==> src/rtl/core/seconds_counter_to_calendar_unit_macros.svh <==
// Assertion macros for the seconds-to-calendar unit.
// Clocked on clk and disabled while arst_n is low; used at the end of the top level.
`ifndef SECONDS_COUNTER_TO_CALENDAR_UNIT_MACROS_SVH
`define SECONDS_COUNTER_TO_CALENDAR_UNIT_MACROS_SVH

// same-cycle implication
`define SCTC_ASSERT_NOW(lbl, ante, cons, msg) \
	lbl: assert property (@(posedge clk) disable iff (!arst_n) (ante) |-> (cons)) \
		else $error(msg);

// next-cycle implication
`define SCTC_ASSERT_NEXT(lbl, ante, cons, msg) \
	lbl: assert property (@(posedge clk) disable iff (!arst_n) (ante) |=> (cons)) \
		else $error(msg);

`endif

==> src/rtl/core/sctc_pkg.sv <==
// Shared types, constants and helper functions of the seconds-to-calendar unit.
// No dependencies; used by the controller, the datapath and the top level.
package sctc_pkg;

	localparam int BASE_YEAR = 1970;
	localparam int BASE_PY   = BASE_YEAR - 1;

	localparam logic [31:0] RESET_COUNT   = 32'd1489972112;
	localparam logic [16:0] SECS_PER_DAY  = 17'd86400;
	localparam logic [16:0] SECS_PER_HOUR = 17'd3600;
	localparam logic [16:0] SECS_PER_MIN  = 17'd60;

	// base-year residues for the leap test and weekday of Jan 1
	localparam logic [1:0] BASE_M4   = 2'(BASE_YEAR % 4);
	localparam logic [6:0] BASE_M100 = 7'(BASE_YEAR % 100);
	localparam logic [8:0] BASE_M400 = 9'(BASE_YEAR % 400);
	localparam logic [2:0] BASE_WDAY =
		3'((BASE_PY + BASE_PY / 4 - BASE_PY / 100 + BASE_PY / 400 + 1) % 7);

	// each division: quotient step, then back-multiply step
	localparam int DAY_STEPS  = 2;
	localparam int HOUR_STEPS = 2;
	localparam int MIN_STEPS  = 2;
	localparam int STEP_W     = $clog2(DAY_STEPS);

	typedef enum logic [2:0] {
		CMD_NONE,
		CMD_LOAD,
		CMD_DAY,
		CMD_YEAR,
		CMD_MON,
		CMD_HOUR,
		CMD_MIN,
		CMD_PUBLISH
	} cmd_t;

	typedef struct packed {
		cmd_t              cmd;
		logic [STEP_W-1:0] step;
	} ctl_t;

	typedef struct packed {
		logic year_done;
		logic mon_done;
	} sts_t;

	function automatic logic [4:0] month_len(input logic leap, input logic [3:0] mon);
		logic [4:0] len;
		case (mon)
			4'd1: len = leap ? 5'd29 : 5'd28;
			4'd3, 4'd5, 4'd8, 4'd10: len = 5'd30;
			default: len = 5'd31;
		endcase
		return len;
	endfunction

	// x mod 7 for x < 42
	function automatic logic [2:0] mod7(input logic [5:0] x);
		logic [5:0] r;
		r = x;
		for (int i = 0; i < 5; i++) begin
			if (r >= 6'd7) begin
				r = r - 6'd7;
			end
		end
		return r[2:0];
	endfunction

endpackage

==> src/rtl/core/sctc_ifs.sv <==
// Valid/ready channel interfaces of the seconds-to-calendar unit.
// sctc_req_if carries request beats, sctc_rsp_if carries calendar beats.
interface sctc_req_if;
	logic        valid;
	logic        ready;
	logic        req_type;
	logic [31:0] new_timestamp;

	modport source(output valid, req_type, new_timestamp, input ready);
	modport sink(input valid, req_type, new_timestamp, output ready);
endinterface

interface sctc_rsp_if;
	logic        valid;
	logic        ready;
	logic [31:0] timestamp;
	logic [7:0]  year_offset;
	logic [3:0]  month;
	logic [4:0]  day_of_month;
	logic [4:0]  hour;
	logic [5:0]  minute;
	logic [5:0]  second;
	logic [2:0]  weekday;

	modport source(output valid, timestamp, year_offset, month, day_of_month, hour,
		minute, second, weekday, input ready);
	modport sink(input valid, timestamp, year_offset, month, day_of_month, hour,
		minute, second, weekday, output ready);
endinterface

==> src/rtl/core/seconds_counter_to_calendar_unit.sv <==
// Seconds counter with calendar conversion: top level.
// Depends on sctc_pkg, sctc_ifs, sctc_ctrl, sctc_dpath and the macros header.
//
// req: one beat either ticks the 32-bit seconds counter (req_type 0) or
// loads new_timestamp (req_type 1). rsp: one beat per request with the
// counter value and the calendar form of counter + tz_offset (years since
// the base year, month, day, hour, minute, second, weekday 0 = Sunday).
// cfg_we/cfg_wdata write the signed 17-bit time-zone offset; write it only
// while no request is in flight.
// rsp.valid rises once the request has passed day division, the year walk
// (one year per cycle, up to 136 years), the month walk (up to 11 months),
// hour and minute division and the publish step. The year walk can take by
// far the longest; day, hour and minute division each take a quotient step
// and a back-multiply step. One request is worked at a time; req.ready is
// high only while idle, so a new request is taken only after the last is published.
// The result sits in an output register, so a new request is taken while
// a finished beat waits on rsp.ready; a stalled receiver holds the next
// result back until the register frees.
// Reset: counter returns to 1489972112 (2017-03-20 01:08:32), offset to 0,
// no result pending.
`include "seconds_counter_to_calendar_unit_macros.svh"

module seconds_counter_to_calendar_unit import sctc_pkg::*; (
	input  logic               clk,
	input  logic               arst_n,
	input  logic               cfg_we,
	input  logic signed [16:0] cfg_wdata,
	sctc_req_if.sink           req,
	sctc_rsp_if.source         rsp
);

	ctl_t ctl;
	sts_t sts;

	sctc_ctrl u_ctrl (
		.clk       (clk),
		.arst_n    (arst_n),
		.req_valid (req.valid),
		.req_ready (req.ready),
		.rsp_valid (rsp.valid),
		.rsp_ready (rsp.ready),
		.ctl       (ctl),
		.sts       (sts)
	);

	sctc_dpath u_dpath (
		.clk           (clk),
		.arst_n        (arst_n),
		.cfg_we        (cfg_we),
		.cfg_wdata     (cfg_wdata),
		.req_type      (req.req_type),
		.new_timestamp (req.new_timestamp),
		.ctl           (ctl),
		.sts           (sts),
		.timestamp     (rsp.timestamp),
		.year_offset   (rsp.year_offset),
		.month         (rsp.month),
		.day_of_month  (rsp.day_of_month),
		.hour          (rsp.hour),
		.minute        (rsp.minute),
		.second        (rsp.second),
		.weekday       (rsp.weekday)
	);

	`SCTC_ASSERT_NEXT(a_req_starts_div, req.valid && req.ready, ctl.cmd == CMD_DAY, "request beat did not start day division")
	`SCTC_ASSERT_NOW(a_walks_done, ctl.cmd == CMD_HOUR, sts.year_done && sts.mon_done, "hour division began before year/month walk finished")
	`SCTC_ASSERT_NOW(a_rsp_date_range, rsp.valid, rsp.month >= 4'd1 && rsp.month <= 4'd12 && rsp.day_of_month != 5'd0, "result month or day out of range")

endmodule

==> src/rtl/core/sctc_ctrl.sv <==
// Controller of the seconds-to-calendar unit: sequences load, day division,
// year and month walks, hour and minute division and result publish. Uses sctc_pkg.
module sctc_ctrl import sctc_pkg::*; (
	input  logic clk,
	input  logic arst_n,
	input  logic req_valid,
	output logic req_ready,
	output logic rsp_valid,
	input  logic rsp_ready,
	output ctl_t ctl,
	input  sts_t sts
);

	typedef enum logic [2:0] {
		S_IDLE,
		S_DAY,
		S_YEAR,
		S_MON,
		S_HOUR,
		S_MIN,
		S_DONE
	} state_t;

	state_t            state_q;
	logic [STEP_W-1:0] step_q;
	logic              rsp_valid_q;
	logic              slot_free;

	assign slot_free = !rsp_valid_q || rsp_ready;
	assign req_ready = (state_q == S_IDLE);
	assign rsp_valid = rsp_valid_q;

	always_comb begin
		ctl.step = step_q;
		case (state_q)
			S_IDLE: ctl.cmd = req_valid ? CMD_LOAD : CMD_NONE;
			S_DAY:  ctl.cmd = CMD_DAY;
			S_YEAR: ctl.cmd = CMD_YEAR;
			S_MON:  ctl.cmd = CMD_MON;
			S_HOUR: ctl.cmd = CMD_HOUR;
			S_MIN:  ctl.cmd = CMD_MIN;
			S_DONE: ctl.cmd = slot_free ? CMD_PUBLISH : CMD_NONE;
			default: ctl.cmd = CMD_NONE;
		endcase
	end

	always_ff @(posedge clk or negedge arst_n) begin
		if (!arst_n) begin
			state_q     <= S_IDLE;
			step_q      <= '0;
			rsp_valid_q <= 1'b0;
		end else begin
			if (state_q == S_DONE && slot_free) begin
				rsp_valid_q <= 1'b1;
			end else if (rsp_ready) begin
				rsp_valid_q <= 1'b0;
			end
			case (state_q)
				S_IDLE: begin
					step_q <= '0;
					if (req_valid) begin
						state_q <= S_DAY;
					end
				end
				S_DAY: begin
					if (step_q == STEP_W'(DAY_STEPS - 1)) begin
						state_q <= S_YEAR;
					end else begin
						step_q <= step_q + STEP_W'(1);
					end
				end
				S_YEAR: begin
					if (sts.year_done) begin
						state_q <= S_MON;
					end
				end
				S_MON: begin
					if (sts.mon_done) begin
						state_q <= S_HOUR;
						step_q  <= STEP_W'(HOUR_STEPS - 1);
					end
				end
				S_HOUR: begin
					if (step_q == '0) begin
						state_q <= S_MIN;
						step_q  <= STEP_W'(MIN_STEPS - 1);
					end else begin
						step_q <= step_q - STEP_W'(1);
					end
				end
				S_MIN: begin
					if (step_q == '0) begin
						state_q <= S_DONE;
					end else begin
						step_q <= step_q - STEP_W'(1);
					end
				end
				S_DONE: begin
					if (slot_free) begin
						state_q <= S_IDLE;
					end
				end
				default: state_q <= S_IDLE;
			endcase
		end
	end

endmodule

==> src/rtl/core/sctc_dpath.sv <==
// Datapath of the seconds-to-calendar unit: seconds counter, offset register,
// reciprocal-multiply dividers, year/month walk and result register. Uses sctc_pkg.
module sctc_dpath import sctc_pkg::*; (
	input  logic              clk,
	input  logic              arst_n,
	input  logic              cfg_we,
	input  logic signed [16:0] cfg_wdata,
	input  logic              req_type,
	input  logic [31:0]       new_timestamp,
	input  ctl_t              ctl,
	output sts_t              sts,
	output logic [31:0]       timestamp,
	output logic [7:0]        year_offset,
	output logic [3:0]        month,
	output logic [4:0]        day_of_month,
	output logic [4:0]        hour,
	output logic [5:0]        minute,
	output logic [5:0]        second,
	output logic [2:0]        weekday
);

	// 86400 = 675 << 7, 3600 = 225 << 4, 60 = 15 << 2; rounded-up reciprocals
	// are exact over the shifted operand ranges
	localparam logic [25:0] DAY_RECIP  = 26'd50903317; // ceil(2^35 / 675)
	localparam logic [13:0] HOUR_RECIP = 14'd9321;     // ceil(2^21 / 225)
	localparam logic [10:0] MIN_RECIP  = 11'd1093;     // ceil(2^14 / 15)

	logic signed [16:0] tz_q;
	logic [31:0] count_q;
	logic [31:0] num_q;
	logic [16:0] rem_q;
	logic [15:0] days_q;
	logic [7:0]  yoff_q;
	logic [1:0]  m4_q;
	logic [6:0]  m100_q;
	logic [8:0]  m400_q;
	logic [2:0]  wday_q;
	logic [3:0]  mon_q;
	logic [4:0]  hour_q;
	logic [5:0]  min_q;

	logic [31:0] ts_out_q;
	logic [7:0]  yoff_out_q;
	logic [3:0]  mon_out_q;
	logic [4:0]  dom_out_q;
	logic [4:0]  hour_out_q;
	logic [5:0]  min_out_q;
	logic [5:0]  sec_out_q;
	logic [2:0]  wday_out_q;

	logic [31:0] next_count;
	logic [31:0] local_secs;
	logic        leap;
	logic [8:0]  ylen;
	logic        year_more;
	logic [4:0]  mlen;
	logic        mon_more;
	logic [50:0] day_prod;
	logic [16:0] day_rem;
	logic [25:0] hour_prod;
	logic [16:0] hour_rem;
	logic [19:0] min_prod;
	logic [16:0] min_rem;

	assign next_count = req_type ? new_timestamp : count_q + 32'd1;
	assign local_secs = next_count + {{15{tz_q[16]}}, tz_q};

	assign leap      = (m4_q == 2'd0 && m100_q != 7'd0) || (m400_q == 9'd0);
	assign ylen      = leap ? 9'd366 : 9'd365;
	assign year_more = days_q >= {7'd0, ylen};
	assign mlen      = month_len(leap, mon_q);
	assign mon_more  = (mon_q < 4'd11) && (days_q >= {11'd0, mlen});

	assign day_prod  = {26'd0, num_q[31:7]} * {25'd0, DAY_RECIP};
	// remainder fits 17 bits, so only the low bits of the back-product matter
	assign day_rem   = num_q[16:0] - ({1'b0, days_q} * SECS_PER_DAY);
	assign hour_prod = {13'd0, rem_q[16:4]} * {12'd0, HOUR_RECIP};
	assign hour_rem  = rem_q - ({12'd0, hour_q} * SECS_PER_HOUR);
	assign min_prod  = {10'd0, rem_q[11:2]} * {9'd0, MIN_RECIP};
	assign min_rem   = rem_q - ({11'd0, min_q} * SECS_PER_MIN);

	assign sts.year_done = !year_more;
	assign sts.mon_done  = !mon_more;

	always_ff @(posedge clk or negedge arst_n) begin
		if (!arst_n) begin
			tz_q    <= '0;
			count_q <= RESET_COUNT;
		end else begin
			if (cfg_we) begin
				tz_q <= cfg_wdata;
			end
			if (ctl.cmd == CMD_LOAD) begin
				count_q <= next_count;
			end
		end
	end

	always_ff @(posedge clk) begin
		case (ctl.cmd)
			CMD_LOAD: begin
				num_q  <= local_secs;
				rem_q  <= '0;
				days_q <= '0;
				yoff_q <= '0;
				m4_q   <= BASE_M4;
				m100_q <= BASE_M100;
				m400_q <= BASE_M400;
				wday_q <= BASE_WDAY;
				mon_q  <= '0;
				hour_q <= '0;
				min_q  <= '0;
			end
			CMD_DAY: begin
				if (ctl.step == '0) begin
					days_q <= day_prod[50:35];
				end else begin
					rem_q <= day_rem;
				end
			end
			CMD_YEAR: begin
				if (year_more) begin
					days_q <= days_q - {7'd0, ylen};
					yoff_q <= yoff_q + 8'd1;
					m4_q   <= m4_q + 2'd1;
					m100_q <= (m100_q == 7'd99) ? 7'd0 : m100_q + 7'd1;
					m400_q <= (m400_q == 9'd399) ? 9'd0 : m400_q + 9'd1;
					// 365 mod 7 = 1, 366 mod 7 = 2
					wday_q <= mod7({3'd0, wday_q} + (leap ? 6'd2 : 6'd1));
				end
			end
			CMD_MON: begin
				if (mon_more) begin
					days_q <= days_q - {11'd0, mlen};
					mon_q  <= mon_q + 4'd1;
					wday_q <= mod7({3'd0, wday_q} + {1'b0, mlen} - 6'd28);
				end
			end
			// step counts down: quotient first, then back-multiply
			CMD_HOUR: begin
				if (ctl.step != '0) begin
					hour_q <= hour_prod[25:21];
				end else begin
					rem_q <= hour_rem;
				end
			end
			CMD_MIN: begin
				if (ctl.step != '0) begin
					min_q <= min_prod[19:14];
				end else begin
					rem_q <= min_rem;
				end
			end
			CMD_PUBLISH: begin
				ts_out_q   <= count_q;
				yoff_out_q <= yoff_q;
				mon_out_q  <= mon_q + 4'd1;
				dom_out_q  <= days_q[4:0] + 5'd1;
				hour_out_q <= hour_q;
				min_out_q  <= min_q;
				sec_out_q  <= rem_q[5:0];
				wday_out_q <= mod7({3'd0, wday_q} + {1'b0, days_q[4:0]});
			end
			default: begin
			end
		endcase
	end

	assign timestamp    = ts_out_q;
	assign year_offset  = yoff_out_q;
	assign month        = mon_out_q;
	assign day_of_month = dom_out_q;
	assign hour         = hour_out_q;
	assign minute       = min_out_q;
	assign second       = sec_out_q;
	assign weekday      = wday_out_q;

endmodule
==> src/flat_wrapper.sv <==
// flat-port wrapper written by rule: the top's interface ports become plain ports
module seconds_counter_to_calendar_unit_flat import sctc_pkg::*;
  (clk, arst_n, cfg_we, cfg_wdata, req_valid, req_req_type, req_new_timestamp, req_ready, rsp_valid, rsp_timestamp, rsp_year_offset, rsp_month, rsp_day_of_month, rsp_hour, rsp_minute, rsp_second, rsp_weekday, rsp_ready);
  sctc_req_if req_i ();
  sctc_rsp_if rsp_i ();
  input  logic clk;
  input  logic arst_n;
  input  logic cfg_we;
  input  logic signed [16:0] cfg_wdata;
  input wire logic [$bits(req_i.valid)-1:0] req_valid;
  input wire logic [$bits(req_i.req_type)-1:0] req_req_type;
  input wire logic [$bits(req_i.new_timestamp)-1:0] req_new_timestamp;
  output wire logic [$bits(req_i.ready)-1:0] req_ready;
  output wire logic [$bits(rsp_i.valid)-1:0] rsp_valid;
  output wire logic [$bits(rsp_i.timestamp)-1:0] rsp_timestamp;
  output wire logic [$bits(rsp_i.year_offset)-1:0] rsp_year_offset;
  output wire logic [$bits(rsp_i.month)-1:0] rsp_month;
  output wire logic [$bits(rsp_i.day_of_month)-1:0] rsp_day_of_month;
  output wire logic [$bits(rsp_i.hour)-1:0] rsp_hour;
  output wire logic [$bits(rsp_i.minute)-1:0] rsp_minute;
  output wire logic [$bits(rsp_i.second)-1:0] rsp_second;
  output wire logic [$bits(rsp_i.weekday)-1:0] rsp_weekday;
  input wire logic [$bits(rsp_i.ready)-1:0] rsp_ready;
  assign req_i.valid = req_valid;
  assign req_i.req_type = req_req_type;
  assign req_i.new_timestamp = req_new_timestamp;
  assign req_ready = req_i.ready;
  assign rsp_valid = rsp_i.valid;
  assign rsp_timestamp = rsp_i.timestamp;
  assign rsp_year_offset = rsp_i.year_offset;
  assign rsp_month = rsp_i.month;
  assign rsp_day_of_month = rsp_i.day_of_month;
  assign rsp_hour = rsp_i.hour;
  assign rsp_minute = rsp_i.minute;
  assign rsp_second = rsp_i.second;
  assign rsp_weekday = rsp_i.weekday;
  assign rsp_i.ready = rsp_ready;
  seconds_counter_to_calendar_unit u_core (.clk(clk), .arst_n(arst_n), .cfg_we(cfg_we), .cfg_wdata(cfg_wdata), .req(req_i), .rsp(rsp_i));
endmodule
==> config.mk <==
export PLATFORM = sky130hd
export DESIGN_NAME = seconds_counter_to_calendar_unit_flat
export DESIGN_NICKNAME = d
export VERILOG_FILES = /design/src/rtl/core/sctc_pkg.sv /design/src/rtl/core/sctc_ifs.sv /design/src/rtl/core/seconds_counter_to_calendar_unit.sv /design/src/rtl/core/sctc_ctrl.sv /design/src/rtl/core/sctc_dpath.sv /design/src/flat_wrapper.sv
export VERILOG_INCLUDE_DIRS = /design/src /design/src/rtl/core
export SDC_FILE = /design/constraint.sdc
export NUM_CORES = 1
export LEC_CHECK = 0
export ABC_AREA = 1
export BUFFER_PORTS_ARGS = -buffer_cell sky130_fd_sc_hd__clkbuf_2
export CELL_PAD_IN_SITES_DETAIL_PLACEMENT = 0
export CELL_PAD_IN_SITES_GLOBAL_PLACEMENT = 1
export CORE_ASPECT_RATIO = 1.4
export CORE_MARGIN = 3
export CORE_UTILIZATION = 54
export DETAILED_ROUTE_END_ITERATION = 12
export PLACE_DENSITY = 0.94
export RECOVER_POWER = 50
export SYNTH_ARGS = -nofsm -noshare
export SYNTH_HDL_FRONTEND = slang
export SYNTH_SLANG_ARGS = --single-unit
==> constraint.sdc <==
create_clock -name clk -period 16.34 [get_ports clk]
set_input_delay 2.451 -clock clk [delete_from_list [all_inputs] [get_ports clk]]
set_output_delay 2.451 -clock clk [all_outputs]
set_load 0.1 [all_outputs]
-- Word-level counts from Yosys, hierarchy flattened
Index checks and enable logic that the tools add are counted.
- flip-flop bits (word level): 232
- logic and storage cells: 231
- output and inout port bits: 71
- mux-type cells: 85
- order comparisons: 18
- add/subtract/negate cells: 34
- eq/ne operators: 35
- multiply operators: 6
- reduce and logical (&&, ||, !) cells: 29
- operators by type and width (operator ; count):
    $mux W6 ; 33
    $ge A6 B3 Y1 const B ; 14
    $pmux W17 S4 ; 1
    $sub A6 B3 Y6 const B ; 11
    $pmux W16 S4 ; 1
    $mul A25 B26 Y51 const B ; 1
    $mux W17 ; 3
    $mux W16 ; 3
    $pmux W3 S7 ; 2
    $mux W3 ; 13
    $sub A17 B17 Y17 ; 2
    $add A32 B1 Y32 const B ; 1
    $add A32 B32 Y32 ; 1
    $mux W32 ; 1
    $mul A13 B14 Y26 const B ; 1
    $ne A2 B2 Y1 const B ; 12
    $eq A3 B3 Y1 const B ; 7
    $mul A10 B11 Y20 const B ; 1
    $mux W9 ; 2
    $pmux W9 S2 ; 1
    $sub A17 B12 Y17 ; 1
    $ge A16 B5 Y1 ; 1
    $ge A16 B9 Y1 ; 1
    $mul A16 B10 Y10 const B ; 1
    58 further kinds ; 92

-- Longest topological paths before layout
- depth in word-level cells: 27
- gate-level depth with buffers: 40

-- Cells and area by module
Synthesis repeated with hierarchy kept, for this count alone.
- cells, all modules: 3434
- area, all modules: 30131.4 sq um
- by module, submodules not included (module ; instances ; area an instance (sq um) ; cells an instance):
    sctc_dpath ; 1 ; 29659.7 ; 3364
    sctc_ctrl ; 1 ; 471.7 ; 70

-- Least setup slack after synthesis
No wires, ideal clock.
- kind: in2reg
- start point: input port rsp_ready
- end point: register u_core.u_dpath.dom_out_q[0], in the netlist u_core.u_dpath.day_of_month[0], enable pin
- setup time: 0.496 ns
- cell stages on the path: 7
- arrival time: 5.813 ns
- required time: 15.844 ns
- path buffers: 0
- setup slack: 10.031 ns
- cell sequence: nor2_1 -> nor2_1 -> inv_1 -> nand3_1 -> ha_1 -> inv_1 -> nor2_1
- longest elaborated chain between the ends: 4
- ends and longest elaborated chain (item ; line ; source):
    start, declared ; flat_wrapper.sv:23 ; input wire logic [$bits(rsp_i.ready)-1:0] rsp_ready;
    $logic_or A1 B1 Y1 ; sctc_ctrl.sv:29 ; assign slot_free = !rsp_valid_q || rsp_ready;
    $mux W3 ; sctc_ctrl.sv:42 ; S_DONE: ctl.cmd = slot_free ? CMD_PUBLISH : CMD_NONE;
    $pmux W3 S7 ; sctc_ctrl.sv:35 ; case (state_q)
    $eq A3 B3 Y1 ; sctc_dpath.sv:100 ; case (ctl.cmd)
    end signal, assigned ; sctc_dpath.sv:158 ; dom_out_q <= days_q[4:0] + 5'd1;
    end, declared ; sctc_dpath.sv:45 ; logic [4:0] dom_out_q;
Every way passes these cells.
A chain may end at the register's enable or synchronous reset.

-- Final worst setup path
- start point: input port rsp_ready
- end point: register u_core.u_dpath.days_q[0], enable pin
- longest elaborated chain between the ends: 6
- elaborated cells between the ends (all ways): 12
- classes of those cells: 7 x eq/ne; 2 x mux; 3 x reduce/logical
- ends and longest elaborated chain (item ; line ; source):
    $logic_or A1 B1 Y1 * ; sctc_ctrl.sv:29 ;
    $mux W3 * ; sctc_ctrl.sv:42 ;
    $pmux W3 S7 * ; sctc_ctrl.sv:35 ;
    $eq A3 B2 Y1 (tied with other cells) ; sctc_dpath.sv:100 ;
    $ne A2 B2 Y1 (no line) / $reduce_bool A4 Y1 (equally long branches) ; - ;
    $reduce_and A4 Y1 (no line) * ; - ;
    end signal, assigned ; sctc_dpath.sv:116 ; days_q <= day_prod[50:35];
    end signal, assigned ; sctc_dpath.sv:123 ; days_q <= days_q - {7'd0, ylen};
    end signal, assigned ; sctc_dpath.sv:134 ; days_q <= days_q - {11'd0, mlen};
    end, declared ; sctc_dpath.sv:32 ; logic [15:0] days_q;
Mark *: on every way between the ends. The rest lies on a longest branch, timed or not.

==> summary.txt <==
Power
  – Total design power: 1360 µW
  – Switching Share: 24.3%
  – Sequential power share: between 40% and 50%
  – Combinational Power Share: roughly 8.4%
  – VDD IR max: 0.0000787 V
  – Pleak: approximately 0.016 µW
  – Switching power: between 300 and 400 µW
  – PwrDens: roughly 42 mW/mm²
  – Internal power: 1030 µW
  – Clock power frac: between 40 and 50%

CTS
  – Num CTS Buffers: 26
  – Htree depth: 1
  – Clock Tree Root: clkbuf_16
  – # resized after CTS: 0
  – Clk sinks: 232
  – Postcts setup bufs: 0
  – TritonCTS clock tree: yes
  – CTS hold repair buffers: 0
  – Clock tree buffer depth: 3
  – Worst skew pair latency: about 560 ps
  – Worst-path clk slew: about 60 ps

Floorplanning
  – Die width: 204 µm
  – Initial Util: between 50% and 60%
  – CORE AREA: ~0.054 mm²
  – DIE AREA: a little under 0.06 mm²
  – Std-Cell Rows: ~100
  – IO Pins: around 130
  – Die H: roughly 280 µm

Final layout
  – Layout fillers: 4822
  – Fin nets: ~4400
  – Layout cells sized above 1: around 6.3%
  – # diodes: 0
  – Area occupied by multi-input gates: 0.0205 mm²
  – Synthesis-to-finish area growth: 7.72%
  – Storage cell area: 0.00672 mm²

Place
  – Placer congestion estimate: about 1
  – I/O Buffers: 125
  – Post-detail-place hpwl: 63100 µm

Routing
  – Vias per cell: between 5 and 6
  – Final ANT Viol Nets: 0
  – Via count: between 20000 and 25000
  – Drt pass-1 iters: 5
  – Routed wire length: between 70000 and 80000 µm
  – Number of remaining DRC errors: 0
  – WL per Instance: 17.7 µm
  – DRT iter0 DRCs: 1058

Timing
  – Max-slew violations: 160
  – Worst rel slew slack: -152%
  – Final hold vios: 0
  – Hold slack: 425 ps
  – Crit share post-route: between 50% and 60%
  – Clk_skew: ~21 ps
  – Tmin final: a little under 9000 ps
  – Worst slew pin tran: 3780 ps
  – RSZ-0062 raised after global routing: no
  – Max Freq: approximately 0.11 GHz
  – Setup TNS: 0 ps
  – # setup viols final: 0

Critical path
  – CP Launch Type: input pin
  – Max FO, Critical Path: 77
  – Worst EP arrival: 9100 ps
  – Crit-path leading delay family: buffers and inverters
  – Worst Path Buf+Inv: 7
  – Slowest stage delay, CP: between 2000 and 3000 ps
  – Setup CP Type: input pin to flop
  – Required @ worst endpoint: 16580 ps
  – CP endpoint kind: flop
  – CP Cell Sequence: clkbuf_1 -> nor2_1 -> nor2_1 -> inv_1 -> nand2_1 -> inv_1 -> ha_1 -> inv_1 -> nor2_4 -> clkbuf_1 -> inv_1 -> a31oi_1 -> nand2_1 -> o21ai_1 -> buf_4
  – Most frequent CP cell: inv_1
  – CP max stage cell: clkbuf_1

Logic synthesis
  – Yosys cell types: 63
  – Top-area cell type share of the netlist area: between 20% and 30%
  – Syn nets: 4244
  – Syn Inst Count: 3379
  – Synth area leaders: ha_1 24%, edfxtp_1 18%, fa_1 16%
  – Yosys reg bits: roughly 230
  – Syn_area_per_cell: 8.81 µm²
  – Fraction of registers with async set/reset: 23.3%
  – Ys Warns: 0
  – Yosys top cell by area: ha_1
  – Post-synth EDFFs: approximately 180
  – Synth Flop Type: edfxtp_1
  – Mapped Area: 0.0298 mm²
  – Sequential fraction of the synthesis area: between 20% and 30%

Worst hold path
  – Worst hold path class: flop to flop

Global route
  – Largest net degree at the start of global routing: between 70 and 80
  – First-pass GRT wire length: roughly 120000 µm
  – Number of antenna violations at the first check in global routing: 0
  – Vias in the first global route: roughly 24000
  – Gr ovfl total: 0
  – GRT Util Overall: 26.2%

Run status
  – Status: finished, violations left
  – Failing checks: capacitance limit, slew limit

Flow run
  – Max-Cap Viols: 3
cell type report:
| cell class | instances | share of cell area [%] |
|---|---|---|
| Clock buffer | 34 | 2.34 |
| Clock inverter | 14 | 0.371 |
| Inverter | 653 | 7.64 |
| Multi-Input combinational cell | 2463 | 63.9 |
| Sequential cell | 232 | 20.9 |
| Tap cell | 721 | 2.81 |
| Timing Repair Buffer | 140 | 1.98 |
cells in the final DEF, fill, tap and decap left out, drive strengths merged, types with 125 or more instances in the layout:
master	netlist	final
inv	651	655
ha	566	566
nand2	535	535
fa	244	244
nor2	237	237
a21oi	215	215
o21ai	200	200
edfxtp	178	178
clkbuf	26	162
nand3	125	125
path summary, 6_finish.rpt:
| kind | end | slack [ps] | depth (start not counted) | from |
|---|---|---|---|---|
| setup / recovery | u_core.u_dpath.days_q[0] | 7480 | 15 | rsp_ready |
| hold / removal | u_core.u_dpath.second[0] | 420 | 0 | u_core.u_dpath.rem_q[0] |
| setup reg to reg | u_core.u_dpath.days_q[0] | 8970 | 15 | u_core.u_ctrl.state_q[2] |
| hold reg to reg | u_core.u_dpath.second[0] | 420 | 0 | u_core.u_dpath.rem_q[0] |
| max in group asynchronous | u_core.u_dpath.count_q[24] | 11650 | 2 | arst_n |
| min in group asynchronous | u_core.u_dpath.count_q[20] | 2980 | 2 | arst_n |
worst reg2reg max path, stage by stage, from the launching register on:
cell,delay (ps)
dfrtp_1,420
nand2_1,90
nor2_1,130
inv_1,70
nor2_1,90
inv_1,80
nand3_1,120
ha_1,170
inv_1,80
nor2_4,100
clkbuf_1,2640
inv_1,1760
a31oi_1,820
nand2_1,90
o21ai_1,100
buf_4,270
cells by family (layout without fill, tap and decap cells):
kind of cell	after synthesis	after routing	synth area share, %
xor+xnor	112	112	3.42
buf+inv	684	841	8.63
compound gates	524	524	9.92
fa+ha+maj	810	810	40.2
simple gates	1001	1001	14.7
mux	16	16	0.605
flops	232	232	22.5
flip-flops by register name, indices dropped and copies added, names as in the netlist, 4 cells and up:
register	cells
u_core.u_dpath.yoff_q	8
u_core.u_dpath.num_q	32
u_core.u_dpath.minute	6
u_core.u_dpath.m400_q	9
u_core.u_dpath.year_offset	8
u_core.u_dpath.count_q	32
u_core.u_dpath.m100_q	7
u_core.u_dpath.rem_q	17
u_core.u_dpath.day_of_month	5
u_core.u_dpath.min_q	6
u_core.u_dpath.month	4
u_core.u_dpath.timestamp	32
u_core.u_dpath.days_q	16
u_core.u_dpath.tz_q	17
u_core.u_dpath.second	6
u_core.u_dpath.hour_q	5
u_core.u_dpath.mon_q	4
u_core.u_dpath.hour	5
Yosys cell counts (all sizes together) (16+ instances only):
cell type  number
nand2         535
a21oi         215
ha            566
nand4          29
o21ai         200
o211ai         18
edfxtp        178
mux2           16
dfrtp          39
inv           651
nor2          237
xnor2          38
nand3         125
xor2           74
clkbuf         26
nor3           40
fa            244
per-layer routing:
layer / routed length, µm / GRT usage [%] / up-vias
met5: 0 / 0 / -
met4: 3960 / 11.7 / 0
met3: 3020 / 3.03 / 207
met2: 39600 / 49.8 / 547
met1: 28600 / 28.8 / 11000
li1: - / - / 11400
metrics by stage:
stage | setup slack (ps) | util (%) | area [µm²] | cells
after floorplan | 10030 | - | 29800 | 3379
after global placement | 9740 | 57.5 | 31300 | 4209
after detailed placement | 9560 | 57.5 | 31300 | 4209
after CTS | 9530 | 59.1 | 32200 | 4257
after global routing | 6700 | 58.9 | 32100 | 4257
final | 7480 | 58.9 | 32100 | 4257
power groups by stage:
stage	logic, µW	registers, µW	clock network, µW
global placement	114	657	0
finish	114	645	597
CTS	115	645	609
floorplan	78.8	656	0
global route	130	645	633
detailed placement	115	657	0
Note: power is estimated with default switching activity, not from simulation.
